===== config.mk =====
export PLATFORM = sky130hd
export DESIGN_NAME = csv_stream_tokenizer_unit
export DESIGN_NICKNAME = d
export VERILOG_FILES = /design/src/rtl/core/cstok_pkg.sv /design/src/rtl/core/cstok_core.sv /design/src/rtl/core/cstok_outq.sv /design/src/rtl/core/csv_stream_tokenizer_unit.sv
export SDC_FILE = /design/constraint.sdc
export NUM_CORES = 1
export LEC_CHECK = 0
export BUFFER_PORTS_ARGS = -buffer_cell sky130_fd_sc_hd__buf_2
export CORE_ASPECT_RATIO = 1.25
export CORE_MARGIN = 3
export CORE_UTILIZATION = 60
export DETAILED_ROUTE_END_ITERATION = 16
export GPL_ROUTABILITY_DRIVEN = 0
export GPL_TIMING_DRIVEN = 1
export PLACE_DENSITY = 0.8
export SLEW_MARGIN = 20
export SYNTH_ARGS = -nofsm -noshare
export SYNTH_HDL_FRONTEND = slang
export SYNTH_SLANG_ARGS = --single-unit

===== constraint.sdc =====
create_clock -name clk -period 3.6 [get_ports clk]
set_input_delay 0.54 -clock clk [delete_from_list [all_inputs] [get_ports clk]]
set_output_delay 0.54 -clock clk [all_outputs]
set_load 0.005 [all_outputs]

===== src/rtl/core/cstok_pkg.sv =====
// shared types, codes and byte classes for the csv stream tokenizer
// no dependencies
package cstok_pkg;

	localparam logic [1:0] KIND_DATA      = 2'd0;
	localparam logic [1:0] KIND_FIELD_END = 2'd1;
	localparam logic [1:0] KIND_ROW_END   = 2'd2;

	localparam logic [7:0] DQ_BYTE    = 8'h22;
	localparam logic [7:0] SQ_BYTE    = 8'h27;
	localparam logic [7:0] BS_BYTE    = 8'h5c;
	localparam logic [7:0] SPACE_BYTE = 8'h20;

	localparam logic [2:0] REG_SEPARATOR   = 3'd0;
	localparam logic [2:0] REG_ALLOW_DQ    = 3'd1;
	localparam logic [2:0] REG_ALLOW_SQ    = 3'd2;
	localparam logic [2:0] REG_BACKSLASH   = 3'd3;
	localparam logic [2:0] REG_DOUBLED_ESC = 3'd4;

	localparam int QUEUE_DEPTH = 4;

	typedef struct packed {
		logic [1:0] kind;
		logic [7:0] data;
		logic       last;
	} res_t;

	typedef struct packed {
		logic [7:0] separator;
		logic       allow_dq;
		logic       allow_sq;
		logic       backslash_esc;
		logic       doubled_esc;
	} cfg_t;

	function automatic logic is_ctrl(input logic [7:0] b);
		return (b <= 8'h1f) || (b >= 8'h7f && b <= 8'h9f);
	endfunction

	function automatic logic is_space(input logic [7:0] b);
		return (b >= 8'h09 && b <= 8'h0d) || b == 8'h20 || b == 8'h85 || b == 8'ha0;
	endfunction

endpackage


===== src/rtl/core/cstok_core.sv =====
// tokenizer state flags and per-request result logic
// depends on cstok_pkg
module cstok_core (
	input  logic                 clk,
	input  logic                 arst_n,
	input  cstok_pkg::cfg_t      cfg,
	input  logic                 accept,
	input  logic                 kind,
	input  logic [7:0]           in_byte,
	output logic [1:0]           push_n,
	output cstok_pkg::res_t      res0,
	output cstok_pkg::res_t      res1
);

	typedef struct packed {
		logic in_quote;
		logic quote_is_single;
		logic escape_pending;
		logic close_quote_pending;
		logic text_seen;
		logic space_pending;
		logic raw_field_nonempty;
		logic row_nonempty;
	} st_t;

	st_t st_q;
	st_t st_nxt;

	logic       do_app;
	logic [7:0] app_byte;
	logic       do_fe;
	logic       do_re;
	logic       emit_space;
	logic       emit_data;

	always_comb begin
		logic       do_out;
		logic [7:0] qc;
		st_nxt   = st_q;
		do_app   = 1'b0;
		app_byte = in_byte;
		do_fe    = 1'b0;
		do_re    = 1'b0;
		do_out   = 1'b0;
		qc       = st_q.quote_is_single ? cstok_pkg::SQ_BYTE : cstok_pkg::DQ_BYTE;

		if (kind) begin
			do_fe  = st_q.raw_field_nonempty;
			do_re  = st_q.raw_field_nonempty | st_q.row_nonempty;
			st_nxt = '0;
		end else if (st_q.in_quote) begin
			if (st_q.escape_pending) begin
				st_nxt.escape_pending = 1'b0;
				do_app = 1'b1;
			end else if (st_q.close_quote_pending) begin
				st_nxt.close_quote_pending = 1'b0;
				if (in_byte == qc) begin
					do_app = 1'b1;
				end else begin
					st_nxt.in_quote = 1'b0;
					do_out = 1'b1;
				end
			end else if (in_byte == cstok_pkg::BS_BYTE && cfg.backslash_esc) begin
				st_nxt.escape_pending = 1'b1;
			end else if (in_byte == qc) begin
				if (cfg.doubled_esc) begin
					st_nxt.close_quote_pending = 1'b1;
				end else begin
					st_nxt.in_quote = 1'b0;
				end
			end else begin
				do_app = 1'b1;
			end
		end else begin
			do_out = 1'b1;
		end

		// bytes outside a quoted section
		if (do_out) begin
			if (in_byte != cfg.separator && cstok_pkg::is_ctrl(in_byte)) begin
				do_fe = 1'b1;
				do_re = 1'b1;
				st_nxt.text_seen          = 1'b0;
				st_nxt.space_pending      = 1'b0;
				st_nxt.raw_field_nonempty = 1'b0;
				st_nxt.row_nonempty       = 1'b0;
			end else if ((cfg.allow_dq && in_byte == cstok_pkg::DQ_BYTE) ||
				(cfg.allow_sq && in_byte == cstok_pkg::SQ_BYTE)) begin
				st_nxt.in_quote        = 1'b1;
				st_nxt.quote_is_single = (in_byte == cstok_pkg::SQ_BYTE);
			end else if (in_byte == cfg.separator) begin
				do_fe = 1'b1;
				st_nxt.text_seen          = 1'b0;
				st_nxt.space_pending      = 1'b0;
				st_nxt.raw_field_nonempty = 1'b0;
				st_nxt.row_nonempty       = 1'b1;
			end else begin
				do_app = 1'b1;
			end
		end

		// whitespace simplification
		emit_space = 1'b0;
		emit_data  = 1'b0;
		if (do_app) begin
			st_nxt.raw_field_nonempty = 1'b1;
			if (cstok_pkg::is_space(app_byte)) begin
				if (st_q.text_seen) begin
					st_nxt.space_pending = 1'b1;
				end
			end else begin
				emit_space = st_q.space_pending;
				emit_data  = 1'b1;
				st_nxt.space_pending = 1'b0;
				st_nxt.text_seen     = 1'b1;
			end
		end
	end

	always_comb begin
		res0   = '0;
		res1   = '0;
		push_n = 2'd0;
		if (do_app) begin
			if (emit_space) begin
				res0   = '{kind: cstok_pkg::KIND_DATA, data: cstok_pkg::SPACE_BYTE, last: 1'b0};
				res1   = '{kind: cstok_pkg::KIND_DATA, data: app_byte, last: 1'b1};
				push_n = 2'd2;
			end else if (emit_data) begin
				res0   = '{kind: cstok_pkg::KIND_DATA, data: app_byte, last: 1'b1};
				push_n = 2'd1;
			end
		end else if (do_fe && do_re) begin
			res0   = '{kind: cstok_pkg::KIND_FIELD_END, data: 8'h00, last: 1'b0};
			res1   = '{kind: cstok_pkg::KIND_ROW_END, data: 8'h00, last: 1'b1};
			push_n = 2'd2;
		end else if (do_fe) begin
			res0   = '{kind: cstok_pkg::KIND_FIELD_END, data: 8'h00, last: 1'b1};
			push_n = 2'd1;
		end else if (do_re) begin
			res0   = '{kind: cstok_pkg::KIND_ROW_END, data: 8'h00, last: 1'b1};
			push_n = 2'd1;
		end
	end

	always_ff @(posedge clk or negedge arst_n) begin
		if (!arst_n) begin
			st_q <= '0;
		end else if (accept) begin
			st_q <= st_nxt;
		end
	end

	a_eos_clears: assert property (@(posedge clk) disable iff (!arst_n)
		accept && kind |=> st_q == '0)
		else $error("state not cleared after end of stream");
	a_esc_in_quote: assert property (@(posedge clk) disable iff (!arst_n)
		(st_q.escape_pending || st_q.close_quote_pending) |-> st_q.in_quote)
		else $error("escape or close pending outside quotes");
	a_space_needs_text: assert property (@(posedge clk) disable iff (!arst_n)
		st_q.space_pending |-> st_q.text_seen && st_q.raw_field_nonempty)
		else $error("space pending without field text");

endmodule


===== src/rtl/core/cstok_outq.sv =====
// small result queue between the tokenizer logic and the output channel
// depends on cstok_pkg
module cstok_outq (
	input  logic                 clk,
	input  logic                 arst_n,
	input  logic [1:0]           push_n,
	input  cstok_pkg::res_t      res0,
	input  cstok_pkg::res_t      res1,
	output logic                 full,
	output logic                 out_valid,
	input  logic                 out_stall,
	output cstok_pkg::res_t      head
);

	localparam int PW = $clog2(cstok_pkg::QUEUE_DEPTH);
	localparam int CW = PW + 1;

	cstok_pkg::res_t mem_q [cstok_pkg::QUEUE_DEPTH];
	logic [PW-1:0] wr_ptr_q;
	logic [PW-1:0] rd_ptr_q;
	logic [CW-1:0] count_q;
	logic          pop;

	assign out_valid = (count_q != '0);
	assign pop       = out_valid && !out_stall;
	assign head      = mem_q[rd_ptr_q];
	// room for two results is needed before the next request
	assign full      = count_q > CW'(cstok_pkg::QUEUE_DEPTH - 2);

	always_ff @(posedge clk) begin
		if (push_n != 2'd0) begin
			mem_q[wr_ptr_q] <= res0;
		end
		if (push_n == 2'd2) begin
			mem_q[wr_ptr_q + PW'(1)] <= res1;
		end
	end

	always_ff @(posedge clk or negedge arst_n) begin
		if (!arst_n) begin
			wr_ptr_q <= '0;
			rd_ptr_q <= '0;
			count_q  <= '0;
		end else begin
			wr_ptr_q <= wr_ptr_q + PW'(push_n);
			rd_ptr_q <= rd_ptr_q + PW'(pop);
			count_q  <= count_q + CW'(push_n) - CW'(pop);
		end
	end

	a_no_overflow: assert property (@(posedge clk) disable iff (!arst_n)
		count_q <= CW'(cstok_pkg::QUEUE_DEPTH))
		else $error("result queue overflow");
	a_push_room: assert property (@(posedge clk) disable iff (!arst_n)
		push_n != 2'd0 |-> !full)
		else $error("push while queue full");
	a_count_track: assert property (@(posedge clk) disable iff (!arst_n)
		!pop && push_n == 2'd0 |=> $stable(count_q))
		else $error("queue count moved without push or pop");

endmodule


===== src/rtl/core/csv_stream_tokenizer_unit.sv =====
// csv stream tokenizer top level: config registers, tokenizer, result queue
// depends on cstok_pkg, cstok_core, cstok_outq
//
//   channel | direction | handshake            | payload
//   in      | input     | in_valid / in_stall   | kind, in_byte
//   out     | output    | out_valid / out_stall | out_kind, out_byte, last
//   cfg     | input     | cfg_we                | cfg_index, cfg_data
//
// one input request per cycle while in_stall is low; each request yields
// zero, one or two results; results leave at one per cycle while out_stall
// is low, from a four-entry queue; in_stall rises while fewer than two
// queue entries are free, so a request waits while three or more are held
// reset clears all tokenizer state and loads the register reset values
module csv_stream_tokenizer_unit (
	input  logic       clk,
	input  logic       arst_n,
	input  logic       in_valid,
	output logic       in_stall,
	input  logic       kind,
	input  logic [7:0] in_byte,
	output logic       out_valid,
	input  logic       out_stall,
	output logic [1:0] out_kind,
	output logic [7:0] out_byte,
	output logic       last,
	input  logic       cfg_we,
	input  logic [2:0] cfg_index,
	input  logic [7:0] cfg_data
);

	cstok_pkg::cfg_t cfg_q;
	cstok_pkg::res_t res0;
	cstok_pkg::res_t res1;
	cstok_pkg::res_t head;
	logic [1:0]      push_n;
	logic            full;
	logic            accept;

	assign in_stall = full;
	assign accept   = in_valid && !full;

	always_ff @(posedge clk or negedge arst_n) begin
		if (!arst_n) begin
			cfg_q <= '{separator: 8'd44, allow_dq: 1'b1, allow_sq: 1'b0,
				backslash_esc: 1'b0, doubled_esc: 1'b1};
		end else if (cfg_we) begin
			unique case (cfg_index)
				cstok_pkg::REG_SEPARATOR:   cfg_q.separator     <= cfg_data;
				cstok_pkg::REG_ALLOW_DQ:    cfg_q.allow_dq      <= cfg_data[0];
				cstok_pkg::REG_ALLOW_SQ:    cfg_q.allow_sq      <= cfg_data[0];
				cstok_pkg::REG_BACKSLASH:   cfg_q.backslash_esc <= cfg_data[0];
				cstok_pkg::REG_DOUBLED_ESC: cfg_q.doubled_esc   <= cfg_data[0];
				default: ;
			endcase
		end
	end

	cstok_core u_core (
		.clk     (clk),
		.arst_n  (arst_n),
		.cfg     (cfg_q),
		.accept  (accept),
		.kind    (kind),
		.in_byte (in_byte),
		.push_n  (push_n),
		.res0    (res0),
		.res1    (res1)
	);

	cstok_outq u_outq (
		.clk       (clk),
		.arst_n    (arst_n),
		.push_n    (accept ? push_n : 2'd0),
		.res0      (res0),
		.res1      (res1),
		.full      (full),
		.out_valid (out_valid),
		.out_stall (out_stall),
		.head      (head)
	);

	assign out_kind = head.kind;
	assign out_byte = head.data;
	assign last     = head.last;

endmodule

# ---- After elaboration in Yosys (flattened, before gate mapping)
# Memories as Yosys holds them, arrays and structs flattened.
# Index checks and enable logic that the tools add are counted.
dict set report totals {
  ff_bits 27
  mem_bits_rw 44
  out_inout_bits 13
  word_cells 148
  memories 1
}
dict set report op_classes {
  addsub 5
  n_lt_le_gt_ge 6
  eq_ne 15
  muxes 77
  bitwise_logic 1
  reduce_logical 27
}
# name words word_bits read_ports rd_ports_with_merged_regs wr line_no
set memory_table {}
lappend memory_table {u_outq.mem_q 4 11 1 0 2 cstok_outq.sv:18} ;# cstok_pkg::res_t mem_q [cstok_pkg::QUEUE_DEPTH];
# op count
set ops {}
lappend ops {{$mux 11} 7}
lappend ops {{$mux 1} 51}
lappend ops {{$eq 8x6->1 const B} 3}
lappend ops {{$mux 2} 10}
lappend ops {{$mux 4} 5}
lappend ops {{$mux 9} 2}
lappend ops {{$eq 8x8->1} 2}
lappend ops {{$eq 8x8->1 const B} 2}
lappend ops {{$reduce_and 2->1} 6}
lappend ops {{$logic_and 1x1->1} 9}
lappend ops {{$eq 8x7->1 const B} 1}
lappend ops {{$ge 8x4->1 const B} 1}
lappend ops {{$ge 8x7->1 const B} 1}
lappend ops {{$le 8x4->1 const B} 1}
lappend ops {{$le 8x5->1 const B} 1}
lappend ops {{$le 8x8->1 const B} 1}
lappend ops {{$ne 8x8->1} 1}
lappend ops {{$eq 3x2->1 const B} 2}
lappend ops {{$mux 3} 2}
lappend ops {{$logic_or 1x1->1} 5}
lappend ops {{$reduce_bool 2->1} 2}
lappend ops {{$add 3x2->3} 1}
lappend ops {{$eq 3x1->1 const B} 1}
lappend ops {{$eq 3x3->1 const B} 1}
lappend ops {{12 further kinds} 13}

# ---- Depth between registers and ports, before layout
dict set report logic_depth {
  ltp_word 20
  ltp_mapped 16
}

# ---- Cells and area by module
# A second synthesis with hierarchy kept.
dict set report unflattened {
  hier_cells 314
  area_unflattened_um2 4152.7
}
# mod n_inst cells_each area_each_um2
set by_module_without_submodules {}
lappend by_module_without_submodules {cstok_outq 1 148 2562.5}
lappend by_module_without_submodules {cstok_core 1 134 1062.3}
lappend by_module_without_submodules {csv_stream_tokenizer_unit 1 32 528.0}

# ---- Least setup slack after synthesis
# Ideal clock, no wire load.
dict set report synth_path {
  path_type {input-to-reg}
  start {input in_byte[0]}
  end {register u_outq.count_q[2]}
  setup_ns 0.123
  t_arrival_ns 3.532
  t_required_ns 3.477
  slack_ns -0.055
  path_stages 16
  path_buffers 1
  path_cell_list {clkbuf_1 > nand2_1 > a2bb2o_1 > nor2b_1 > a31oi_1 > a22oi_1 > inv_1 > ha_1 > nand2_1 > a21o_1 > ha_1 > inv_1 > ha_1 > fa_1 > xnor2_1 > xnor2_1}
}
dict set report synth_via {
  elab_chain_len 18
}
# element line_no
set synth_lines {}
lappend synth_lines {{from (decl)} csv_stream_tokenizer_unit.sv:20} ;# input logic [7:0] in_byte,
lappend synth_lines {{$eq 8x8->1 / $eq 8x7->1 (equally long branches)} {cstok_core.sv:57, cstok_core.sv:65, cstok_core.sv:63}}
lappend synth_lines {{$mux 1 / $logic_and 1x1->1 (equally long branches)} {cstok_core.sv:57, cstok_core.sv:65, cstok_core.sv:63}}
lappend synth_lines {{$mux 1} cstok_core.sv:63} ;# end else if (in_byte == cstok_pkg::BS_BYTE && cfg.backslash_esc) begin
lappend synth_lines {{$mux 1} cstok_core.sv:55} ;# end else if (st_q.close_quote_pending) begin
lappend synth_lines {{$mux 1} cstok_core.sv:52} ;# if (st_q.escape_pending) begin
lappend synth_lines {{$mux 1} cstok_core.sv:51} ;# end else if (st_q.in_quote) begin
lappend synth_lines {{$mux 1} cstok_core.sv:47} ;# if (kind) begin
lappend synth_lines {{$mux 1} cstok_core.sv:91} ;# end else if (in_byte == cfg.separator) begin
lappend synth_lines {{[2 not listed]} n/a}
lappend synth_lines {{$mux 1} cstok_core.sv:79} ;# if (do_out) begin
lappend synth_lines {{$mux 1} cstok_core.sv:105} ;# if (do_app) begin
lappend synth_lines {{$mux 1} cstok_core.sv:129} ;# end else if (emit_data) begin
lappend synth_lines {{$mux 2} cstok_core.sv:125} ;# if (emit_space) begin
lappend synth_lines {{$mux 2 (*)} cstok_core.sv:124} ;# if (do_app) begin
lappend synth_lines {{$mux 2 (*)} csv_stream_tokenizer_unit.sv:73} ;# .push_n (accept ? push_n : 2'd0),
lappend synth_lines {{$add 3x2->3 (*)} cstok_outq.sv:47} ;# count_q <= count_q + CW'(push_n) - CW'(pop);
lappend synth_lines {{$sub 3x1->3 (*)} cstok_outq.sv:47}
lappend synth_lines {{to (signal assigned)} cstok_outq.sv:47}
lappend synth_lines {{to (decl)} cstok_outq.sv:21} ;# logic [CW-1:0] count_q;
# Mark *: on every way between the ends. The rest lies on a longest branch, timed or not.
# A chain may end at the register's enable or synchronous reset.

# ---- Worst setup path in the final report
dict set report layout_path {
  start {register cfg_q[6] in the netlist's numbering}
  end {register u_outq.count_q[2]}
}
dict set report layout_via {
  elab_chain_len 12
}
# element line_no
set layout_lines {}
lappend layout_lines {{from (decl)} csv_stream_tokenizer_unit.sv:31} ;# cstok_pkg::cfg_t cfg_q;
lappend layout_lines {{from (signal assigned)} csv_stream_tokenizer_unit.sv:44} ;# cfg_q <= '{separator: 8'd44, allow_dq: 1'b1, allow_sq: 1'b0,
lappend layout_lines {{$eq 8x8->1} cstok_core.sv:91}
lappend layout_lines {{$mux 1} cstok_core.sv:91}
lappend layout_lines {{$mux 1} cstok_core.sv:87} ;# end else if ((cfg.allow_dq && in_byte == cstok_pkg::DQ_BYTE) ||
lappend layout_lines {{$mux 1} cstok_core.sv:80} ;# if (in_byte != cfg.separator && cstok_pkg::is_ctrl(in_byte)) begin
lappend layout_lines {{$mux 1} cstok_core.sv:79}
lappend layout_lines {{$mux 1} cstok_core.sv:105}
lappend layout_lines {{$mux 1} cstok_core.sv:129}
lappend layout_lines {{$mux 2} cstok_core.sv:125}
lappend layout_lines {{$mux 2 (*)} cstok_core.sv:124}
lappend layout_lines {{$mux 2 (*)} csv_stream_tokenizer_unit.sv:73}
lappend layout_lines {{$add 3x2->3 (*)} cstok_outq.sv:47}
lappend layout_lines {{$sub 3x1->3 (*)} cstok_outq.sv:47}
# Marked as above.

==> metrics list <==
- Switching power share of the total: 0.333
- The floorplan has 32 rows.
- In this run the static leakage power is between 1.5 and 2 nW.
- After clock tree synthesis, the repair step resized 0 gates.
- Global-route wire length before repair: 14700 um
- After routing, the total negative slack on setup checks comes to 0 ps.
- Clock latency on the worst-skew pair: 350 ps
- Clk sinks: about 70
* Startpoint kind of the worst setup timing path: flip-flop
* Net count, final: 427
- Using the TritonRoute via totals, the vias-per-cell ratio works out to 6.02.
* Number of buffers inserted during clock tree synthesis: 9
- In the final layout, the share of cells above drive strength 1 is 0.343.
* Number of distinct standard cells referenced by the synthesized netlist: 65
- Period minus WS final: 3410 ps
- Number of antenna violations at the first check in global routing: 0
- Highest layer used for signal routing: met4
- The share of the Yosys chip area taken by registers is 0.481.
* Total vias in the final route: 2915
* Area after DPL: 4530 sq um
* Crit Path Class: flip-flop to flip-flop
- The internal portion of the total power is 0.00194 W.
- Post-synth ARST share: 0.380
- Data on the critical path arrives at its endpoint at 3680 ps.
- Overflow after GRT: 0
* Multiplexer fraction of the synthesized cell area: 0.125
- # setup viols final: 0
- Via count of the first global-routing pass: about 2.9k
* Wire length on met2: 4970 um
- Number of antenna cells inserted: 0
* Share of total power in combinational logic: 0.336
* Critical Path Fanout Max: 3
- During I/O placement, the number of pins put on the boundary was 38.
- Buffers placed on the I/O ports in this run total 37.
- Total net switching power: slightly below 0.001 W
* Area growth from synthesis to layout: 17.0%
* Average cell area after synthesis: 12.2 sq um
- Clock-pin slew was measured on the worst setup and hold paths at about 80 ps.
* Number of buffers between clock root and the deepest sink: 2
* Die Y-Extent: 98.2 um
- After synthesis the netlist holds a flip-flop and latch count of 71.
- Fill cells in the final layout number roughly 400.
- Clock group share of total power: 0.240
- Post-synthesis cell area: 4080 sq um
- Hold is met by 203 ps.
- Final hold violations: 0
- The clock arrives with 13.4 ps of skew.
- TritonCTS clock tree: built
- Synth Area in Adders: 0.0264
* Die outline area: 7830 sq um
- For the worst flop-to-flop path, the logic depth is 16.
* Hold-fix buffers, CTS: 0
- The floorplan step set the die width to 79.7 um.
- Type of the most critical hold path: input port to asynchronous set/reset pin
- Post-DP HPWL: between 6000 and 7000 um
- Outcome: finished clean
- In the finished design, the share of the clock period the worst path needs comes to 0.948.
* Final routed wire length divided by cell count: 18.4 um
* Layout Cell Area excl Fill: 4770 sq um
* Largest net degree at the start of global routing: 28
* Number of enable-type register cells in the synthesized netlist: 40
- Effective utilization at floorplan: 0.641
* Parity-gate share of the synthesized area counting xor and xnor cells: 0.0279
* Cell count after placement: ~470
* Root Buffer Master: sky130_fd_sc_hd__clkbuf_8
- Wire length on met3: just under 400 um
- In this run the remaining antenna-violating nets after routing total 0.
- Category of the worst setup path capture point: flip-flop
- The clock tree synthesis step divided the H-tree into 3 levels.
- Detailed-routing iteration count for the pre-antenna-repair pass: 5
- Main combinational cell family by area after synthesis: simple AND/OR/NAND/NOR gates
- Worst max-slew margin expressed relative to the limit: 0.511
- For this block, the routed nets add up to 8920 um of wire.
- Synthesis handed over a netlist of 334 instances.
* Total power divided by cell area: 610 nW/um^2
- Number of setup buffers added after CTS: 0
- The library cell used most frequently in the layout, excluding fill and tap cells, is sky130_fd_sc_hd__edfxtp_1.
- Leading register cell type out of synthesis: sky130_fd_sc_hd__edfxtp_1
* Transition at the pin with the smallest max-transition slack: 733 ps
- Post-synthesis compound-gate area fraction: 0.142
* Remaining routing DRC violations: 0
- Across the VDD grid, the largest voltage drop is 0.000436 V.
- For this block, wires on met1 add up to 3410 um.
- Fin cells: 484
- Most used cells in the layout excluding fill and tap cells: sky130_fd_sc_hd__edfxtp_1 (40), sky130_fd_sc_hd__buf_2 (37), sky130_fd_sc_hd__buf_4 (30)
- Number of DRC markers in iteration 0: 262
- Synthesis produced a netlist with a net count of 367.
* All-layer global routing usage: 0.247
- Derived from the worst setup path, the maximum achievable clock frequency is 293 MHz.
- Count of yosys warnings during synthesis: 0
- Required time at the endpoint of the critical path: 3860 ps
* Core ar.: between 6000 and 7000 sq um
- The max-slew violation count is 0.
* Post-synthesis simple-gate area fraction: 0.164
- Portion of total power attributed to sequential cells: 0.424
- The tool flagged a number of max-cap violations equal to 0.
[synth_stat cells, drive strengths merged, types with 9 or more instances]
master  number  area [sq um]
dfrtp       22           551
edfxtp      40          1200
o21ai       11          55.1
inv         13          48.8
nand2       28           108
and3        23           145
xor2        10          87.6
clkbuf      12          45.0
a21oi        9          45.0
mux4        11           248
nor2b        9          56.3
mux2        14           158
[state kept, by name (all words and copies together), names as in the netlist]
signal / flops
u_outq.rd_ptr_q: 2
u_outq.count_q: 3
u_outq.wr_ptr_q: 2
u_outq.mem_q: 44
cfg_q: 12
u_core.st_q: 8
[final timing paths]
check	start	slack, ps	to
max	cfg_q[6]	190	u_outq.count_q[2]
min	arst_n	200	u_outq.count_q[1]
max reg2reg	cfg_q[6]	190	u_outq.count_q[2]
min reg2reg	u_core.st_q[3]	510	u_core.st_q[3]
max in group asynchronous	arst_n	3000	u_core.st_q[1]
min in group clk	cfg_data[4]	420	cfg_q[8]
[power groups by stage]
stage	registers, W	logic [W]	clock network [W]
floorplan	0.00113	0.000746	0
global placement	0.00124	0.000936	0
detailed placement	0.00125	0.000969	0
CTS	0.00124	0.000978	0.000712
global route	0.00127	0.00108	0.000745
finish	0.00123	0.000977	0.000698
[metal layers]
metal | vias to the layer above | global-route usage
met4 | 0 | 0.101
met1 | 1428 | 0.291
met5 | - | 0
li1 | 1391 | -
met3 | 14 | 0.0443
met2 | 82 | 0.439
[worst max-delay path, stage by stage, from the launching register on]
cell and delay [ps]:
sky130_fd_sc_hd__dfstp_2 540, sky130_fd_sc_hd__xor2_1 190, sky130_fd_sc_hd__nor4_2 80, sky130_fd_sc_hd__buf_4 150
sky130_fd_sc_hd__a21oi_2 190, sky130_fd_sc_hd__a31oi_2 80, sky130_fd_sc_hd__a22oi_2 190, sky130_fd_sc_hd__inv_1 60
sky130_fd_sc_hd__ha_1 300, sky130_fd_sc_hd__nand2_1 50, sky130_fd_sc_hd__a21o_1 190, sky130_fd_sc_hd__ha_1 270
sky130_fd_sc_hd__inv_1 40, sky130_fd_sc_hd__ha_1 210, sky130_fd_sc_hd__fa_1 430, sky130_fd_sc_hd__xnor2_1 190
sky130_fd_sc_hd__xnor2_1 140
[cells by family (layout without fill, tap and decap cells)]
group | after synthesis | in the layout
fa+ha+maj | 8 | 8
mux | 30 | 30
buf+inv | 32 | 97
flops | 71 | 71
compound gates | 67 | 67
simple gates | 113 | 113
xor+xnor | 13 | 13
[cell type report]
class                      instances  area, sq um  area share
clock buffer                       9          124      0.0260
clock inverter                     7         97.6      0.0205
inverter                          13         48.8      0.0102
multi-input combinational        231         2000       0.420
sequential                        71         1960       0.411
tap                               85          106      0.0223
timing repair buffer              68          430      0.0902
[metrics by stage]
step / utilization / setup WS, ps / power (W)
global route: 0.750 / -8.00 / 0.00309
global placement: 0.711 / 28.5 / 0.00218
floorplan: - / 2.70 / 0.00188
CTS: 0.746 / 160 / 0.00293
finish: 0.750 / 188 / 0.00291
detailed placement: 0.711 / -18.2 / 0.00222
No activity file was read; power rests on OpenSTA's default activity.
